===== config.mk =====
export PLATFORM = sky130hd
export DESIGN_NAME = sxof_ctrl
export DESIGN_NICKNAME = d
export VERILOG_FILES = /design/src/sxof_pkg.sv /design/src/sxof_ctrl.sv
export SDC_FILE = /design/constraint.sdc
export NUM_CORES = 1
export LEC_CHECK = 0
export ABC_AREA = 0
export BUFFER_PORTS_ARGS = -buffer_cell sky130_fd_sc_hd__buf_2
export CAP_MARGIN = 20
export CORE_AREA = 2 2 39 41
export DETAILED_ROUTE_END_ITERATION = 8
export DIE_AREA = 0 0 41 43
export HOLD_SLACK_MARGIN = 0.05
export SLEW_MARGIN = 25
export SYNTH_ARGS = -nofsm -noshare
export SYNTH_HDL_FRONTEND = slang
export SYNTH_SLANG_ARGS = --single-unit

===== constraint.sdc =====
create_clock -name i_clk -period 1.2 [get_ports i_clk]
set_clock_uncertainty 0.15 [all_clocks]
set_input_delay 0.18 -clock i_clk [delete_from_list [all_inputs] [get_ports i_clk]]
set_output_delay 0.18 -clock i_clk [all_outputs]
set_load 0.005 [all_outputs]

===== src/sxof_pkg.sv =====
// shared types and constants for the sic/xe operand fetch block
package sxof_pkg;

    // field widths
    localparam int unsigned WORD_W      = 24;
    localparam int unsigned INSTR_W     = 32;
    localparam int unsigned MADDR_W     = 16;
    localparam int unsigned DISP_W      = 23;
    localparam int unsigned TA_W        = 25;
    localparam int unsigned SUM_W       = 27;
    localparam int unsigned CFG_IDX_W   = 2;
    localparam int unsigned IN_TDATA_W  = 80;
    localparam int unsigned OUT_TDATA_W = 96;

    // input tdata layout
    localparam int unsigned IN_INSTR_LO = 0;
    localparam int unsigned IN_LONG_BIT = 32;
    localparam int unsigned IN_MADDR_LO = 33;
    localparam int unsigned IN_MDATA_LO = 49;

    // output tdata layout
    localparam int unsigned OUT_AMODE_LO = 13;
    localparam int unsigned OUT_REL_LO   = 16;
    localparam int unsigned OUT_TA_LO    = 41;
    localparam int unsigned OUT_OPND_LO  = 66;
    localparam int unsigned OUT_FAULT    = 91;

    // configuration register indexes
    localparam logic [CFG_IDX_W-1:0] CFG_BASE  = 2'd0;
    localparam logic [CFG_IDX_W-1:0] CFG_PC    = 2'd1;
    localparam logic [CFG_IDX_W-1:0] CFG_INDEX = 2'd2;

    // register reset values
    localparam logic [WORD_W-1:0] BASE_RESET  = 24'h006000;
    localparam logic [WORD_W-1:0] PC_RESET    = 24'h003000;
    localparam logic [WORD_W-1:0] INDEX_RESET = 24'h000090;

    typedef enum logic [1:0] {
        AMODE_SIMPLE    = 2'd0,
        AMODE_INDIRECT  = 2'd1,
        AMODE_IMMEDIATE = 2'd2
    } t_amode;

    typedef enum logic [1:0] {
        REL_DIRECT = 2'd0,
        REL_BASE   = 2'd1,
        REL_PC     = 2'd2
    } t_rel;

    // controller to datapath
    typedef struct packed {
        logic clr_step;
        logic take_in;
        logic calc;
        logic rd1;
        logic rd2;
        logic load_out;
    } t_dp_cmd;

    // datapath to controller
    typedef struct packed {
        logic clr_last;
        logic in_write;
        logic need_rd2;
    } t_dp_sts;

endpackage


===== src/sxof_ctrl.sv =====
// controller state machine: memory clearing pass, item sequencing, output hold
module sxof_ctrl (
    input  logic             i_clk,
    input  logic             i_rst_n,
    input  logic             i_in_valid,
    output logic             o_in_ready,
    output logic             o_out_valid,
    input  logic             i_out_ready,
    output sxof_pkg::t_dp_cmd o_cmd,
    input  sxof_pkg::t_dp_sts i_sts
);
    import sxof_pkg::*;

    typedef enum logic [2:0] {
        S_CLEAR,
        S_IDLE,
        S_CALC,
        S_READ,
        S_READ2,
        S_FIN
    } t_state;

    t_state r_state, n_state;
    logic   r_out_valid, n_out_valid;
    logic   w_out_free;
    logic   w_take;

    assign w_out_free  = !r_out_valid || i_out_ready;
    assign w_take      = (r_state == S_IDLE) && i_in_valid;
    assign o_in_ready  = (r_state == S_IDLE);
    assign o_out_valid = r_out_valid;

    // datapath commands
    always_comb begin
        o_cmd          = '0;
        o_cmd.clr_step = (r_state == S_CLEAR);
        o_cmd.take_in  = w_take;
        o_cmd.calc     = (r_state == S_CALC);
        o_cmd.rd1      = (r_state == S_READ);
        o_cmd.rd2      = (r_state == S_READ2);
        o_cmd.load_out = (r_state == S_FIN) && w_out_free;
    end

    // next state
    always_comb begin
        n_state = r_state;
        case (r_state)
            S_CLEAR: begin
                if (i_sts.clr_last) n_state = S_IDLE;
            end
            S_IDLE: begin
                if (i_in_valid) n_state = i_sts.in_write ? S_FIN : S_CALC;
            end
            S_CALC:  n_state = S_READ;
            S_READ:  n_state = i_sts.need_rd2 ? S_READ2 : S_FIN;
            S_READ2: n_state = S_FIN;
            S_FIN: begin
                if (w_out_free) n_state = S_IDLE;
            end
            default: n_state = S_IDLE;
        endcase
    end

    // output valid: set on load, cleared when the beat is taken
    always_comb begin
        n_out_valid = r_out_valid;
        if (o_cmd.load_out) n_out_valid = 1'b1;
        else if (i_out_ready) n_out_valid = 1'b0;
    end

    // state and registered outputs
    always_ff @(posedge i_clk) begin
        if (!i_rst_n) begin
            r_state     <= S_CLEAR;
            r_out_valid <= 1'b0;
        end else begin
            r_state     <= n_state;
            r_out_valid <= n_out_valid;
        end
    end

endmodule


* After elaboration in Yosys (flattened, before gate mapping) *
Cells that the tools add are included.

storage, ports and cells
  memories kept = 0
  ROM bits = 0
  output and inout port bits = 8
  latch bits = 0
  logic and storage cells = 25
  bits in writable memories = 0
  register bits = 4

operators by class
  $lt $le $gt $ge = 0
  bitwise logic cells = 0
  reductions and logical operators = 7
  equality and inequality tests = 8
  div/mod/pow operators = 0
  mux-type cells = 8
  add/sub/neg operators = 0
  $mul = 0
  shift-type cells = 0

operators by type and width
  operator                                        count
  case mux 3 bit (6 select lines)                 1
  2-to-1 mux 3 bit                                4
  == test 3 x 2 -> 1 bit (second input constant)  2
  == test 3 bit (second input constant)           2
  != test 2 bit (second input constant)           2
  == test 3 x 1 -> 1 bit (second input constant)  1
  zero test 3 bit                                 1
  2-to-1 mux 1 bit                                3
  AND reduction 3 bit                             1
  logical AND 1 bit                               2
  != test 2 x 1 -> 1 bit (second input constant)  1
  nonzero test 2 bit                              1
  zero test 1 bit                                 1
  logical OR 1 bit                                1

* Logic depth before layout (Yosys ltp) *
  depth in word-level cells = 4
  depth in mapped cells = 4
  mapped depth without buffers = 3

* Worst setup path after synthesis *
OpenSTA, ideal clock, no wires.

  path kind = register to output
  from = reg r_state[2]
  to = out o_cmd[4] (netlist name)
  setup slack = -16 ps
  data arrival time = 886 ps
  path buffers = 1
  required time = 870 ps
  cell stages (with the launch flop) = 5
  path through = dfxtp_1 -> nand2b_1 -> nor2_1 -> and2_1 -> buf_4

between the ends
  cells in the longest elaborated chain, start to end = 2

RTL lines
  what                    line             text
  from (decl)             sxof_ctrl.sv:23  t_state r_state, n_state;
  from (signal assigned)  sxof_ctrl.sv:77  r_state <= n_state;
  == test 3 x 1 -> 1 bit  --
  net o_in_ready          sxof_ctrl.sv:6   output logic o_in_ready,
  logical AND 1 bit       sxof_ctrl.sv:29  assign w_take = (r_state == S_IDLE) && i_in_valid;
  to (decl)               sxof_ctrl.sv:9   output sxof_pkg::t_dp_cmd o_cmd,

The timed path passes the listed nets, and every way through them passes these cells.

==> impl_metrics.tcl <==
set metrics [dict create \
    timing_worst_slew_pin_value_ns 0.208 \
    total_power_w 0.000504 \
    hold_depth 2 \
    clk_pin_slew_ns 0.04 \
    power-per-cell-area_mw_per_mm2 1020 \
    hold_path_end "r_state[2]" \
    detail_route.wl_per_cell_um 9.93 \
    regToRegEndpoint "r_state[1]" \
    cap_violations 0 \
    netlist.top_cell.by_area "sky130_fd_sc_hd__dfxtp_1" \
    worst-setup-path-type "reg -> out" \
    global_route_wire_length_before_repair_mm 1.12 \
    regToRegSetupSlack_ns -0.01 \
    static_leakage_nw 0.222 \
    detail-route-antenna-nets 0 \
    postSynthCellCount 33 \
    avgViaCountPerCell 4.19 \
    endpoint_kind "output pin" \
    clk_root_buffer_cell "sky130_fd_sc_hd__clkbuf_4" \
    clock_sinks 4 \
    fp.dieW_um 41 \
    syn_warnings 0 \
    final_design_utilization_pct 35.6 \
    worst-path-max-fanout 2 \
    design.portCount 15 \
    place_worst_setup_slack_ns -0.0351 \
    critPathRequiredTime_ns 0.87 \
    clock_latency_ns 0.23 \
    num_antenna_cells 0 \
    globalRouteTotalUtil_pct 9.83 \
    placement_rows 14 \
    flip_flop_and_latch_area_um2 88.8 \
    detail_route.drc_violations 0 \
    violated_checks "negative setup slack" \
    io_buffer_count 14 \
    synth.ff_latch_count 4 \
    holdCritStartpoint "i_rst_n" \
    synth.top_cells.by_area "sky130_fd_sc_hd__dfxtp_1 31%, sky130_fd_sc_hd__nand2b_1 7.2%, sky130_fd_sc_hd__a21oi_1 5.8%" \
    reg2regPathDepth 4 \
    overall_die_height_um 43 \
    cp-start-kind "flop" \
    detailed_route_wire_length_um 715 \
    syn_avg_cell_area_um2 7.89 \
    synth_sequential_area_ratio_pct 30.8 \
    cts_tree "yes" \
    finalWorstPathRequiredPeriod_ns 1.32 \
    max_freq_mhz 756 \
    antenna_found_initial 0 \
    1st_iter_drt_viols 1 \
    vias 302 \
    hold_ws_ns 0.0644 \
    fill_cells 144 \
    grt_max_degree 8 \
    hpwl_um 496 \
    initial_core_util_pct 18.8 \
    cts_made_buffers 3 \
    hold_viol 0 \
    routabilityCongestion 0.707 \
    slew-limit-headroom_pct 86.1 \
    fp.coreArea_mm2 0.00138 \
    synthesis.nets 40 \
    netlist_area_um2 260 \
    setup_repair_after_global_routing_missed_its_margin "yes" \
    nets 65 \
    drv_slew 0 \
    layout_overhead_on_the_synthesized_area_pct 89.4 \
    post-route-worst-setup-slack_ns -0.122 \
    first_global_vias 283 \
    period_share_pct 110 \
    hold_fix_buffers_at_cts 0 \
    worst_ep_arrival_time_ns 0.99 \
    ir_worst_vdd_mv 0.273 \
    cts.path.max_buffers 2 \
    setup_violations 8 \
    sum_of_negative_setup_slack_ns -0.558 \
    netlist.area_leader.share_pct 30.8 \
    synth_cell_type_count 19 \
    die_area_mm2 0.00176 \
    crit-reg2reg-launch "r_state[1]" \
    first_pass_iters 2 \
    multi_input_comb_area_um2 195 \
    globalRouteOverflowTotal 0 \
    clock_tree.htree_level_count 1 \
    status "complete, but fails checks" \
    drive_above_1_share_pct 69.6 \
    min_delay_path_class "in -> reg" \
]
-- how the worst max path moves through the flow --
stage	startpoint	to	slack (ns)
floorplan	r_state[2]	o_cmd[4]	0.02
global placement	r_state[1]	o_cmd[3]	-0.04
detailed placement	r_state[1]	o_cmd[3]	-0.04
CTS	r_state[2]	o_cmd[4]	-0.15
global route	r_state[0]	o_cmd[4]	-0.17
finish	r_state[2]	o_cmd[2]	-0.12
-- kinds of logic (layout without fill, tap and decap cells) --
| kind of cell | Yosys count | after routing | share of synthesized area, % |
|---|---|---|---|
| simple gates | 16 | 16 | 36.5 |
| buf+inv | 5 | 28 | 13.0 |
| compound gates | 8 | 8 | 19.7 |
| flops | 4 | 4 | 30.8 |
-- cells in the final DEF, fill, tap and decap left out, types with 2 or more instances in the layout --
cell type                  Yosys  final
sky130_fd_sc_hd__buf_6         1      5
sky130_fd_sc_hd__clkbuf_4      0      3
sky130_fd_sc_hd__a21boi_0      2      2
sky130_fd_sc_hd__dfxtp_4       0      2
sky130_fd_sc_hd__nand2b_4      0      2
sky130_fd_sc_hd__nor2_2        0      2
sky130_fd_sc_hd__nor2_1        4      2
sky130_fd_sc_hd__buf_2         0     14
sky130_fd_sc_hd__a21oi_1       3      2
sky130_fd_sc_hd__buf_4         2      4
-- cells in the mapped netlist (all sizes together) --
cell type  number
a21boi          2
a21oi           3
and2            1
buf             3
dfxtp           4
inv             2
nand2           1
nand2b          3
nand3           1
nand3b          1
nor2            4
nor2b           1
nor3            2
nor3b           1
nor4bb          1
o2111ai         1
o21a            1
o21ai           1
-- area by class of cell --
cell class	instances	share of cell area (%)
inverter	2	2.03
multi-input combinational	24	39.6
sequential	4	18.0
tap	16	4.06
clock buffer	3	4.57
timing repair buffer	23	31.7
-- power by group --
part / switching (W) / internal [W] / total, W / leakage [nW]
Combinational: 0.0000677 / 0.000109 / 0.000177 / 0.174
Sequential: 0.0000172 / 0.000145 / 0.000162 / 0.0344
Clock: 0.0000532 / 0.000112 / 0.000165 / 0.0138
-- timing repair --
action | in CTS | in global routing
endpoints found under the setup margin | 8 | 8
gates resized for setup | 13 | 8
pin swaps | 3 | 3
setup buffers | 2 | 3
-- per-layer routing --
layer  part of all wire (%)  up-vias  GRT usage (%)
met2                     61        5           14.1
li1                       -      161              -
met1                     36      136           10.3
met5                      0        -              0
met3                    2.8        0           3.14
met4                      0        0           10.0
-- stage by stage --
stage | cell area (um2) | std cells
after detailed placement | 355 | 64
after CTS | 438 | 69
final | 493 | 72
after global placement | 355 | 64
after global routing | 493 | 72
after floorplan | 262 | 33
-- sequential cells by signal (all words and copies together), names as in the netlist --
| name | cells |
|---|---|
| r_state | 3 |
| o_out_valid | 1 |
-- critical path: stages, from the launching register on --
cell                       delay [ns]
sky130_fd_sc_hd__dfxtp_2         0.31
sky130_fd_sc_hd__nand2b_4        0.14
sky130_fd_sc_hd__buf_6           0.11
sky130_fd_sc_hd__nor2_1          0.08
sky130_fd_sc_hd__buf_2           0.11
No activity file was read; power rests on OpenSTA's default activity.
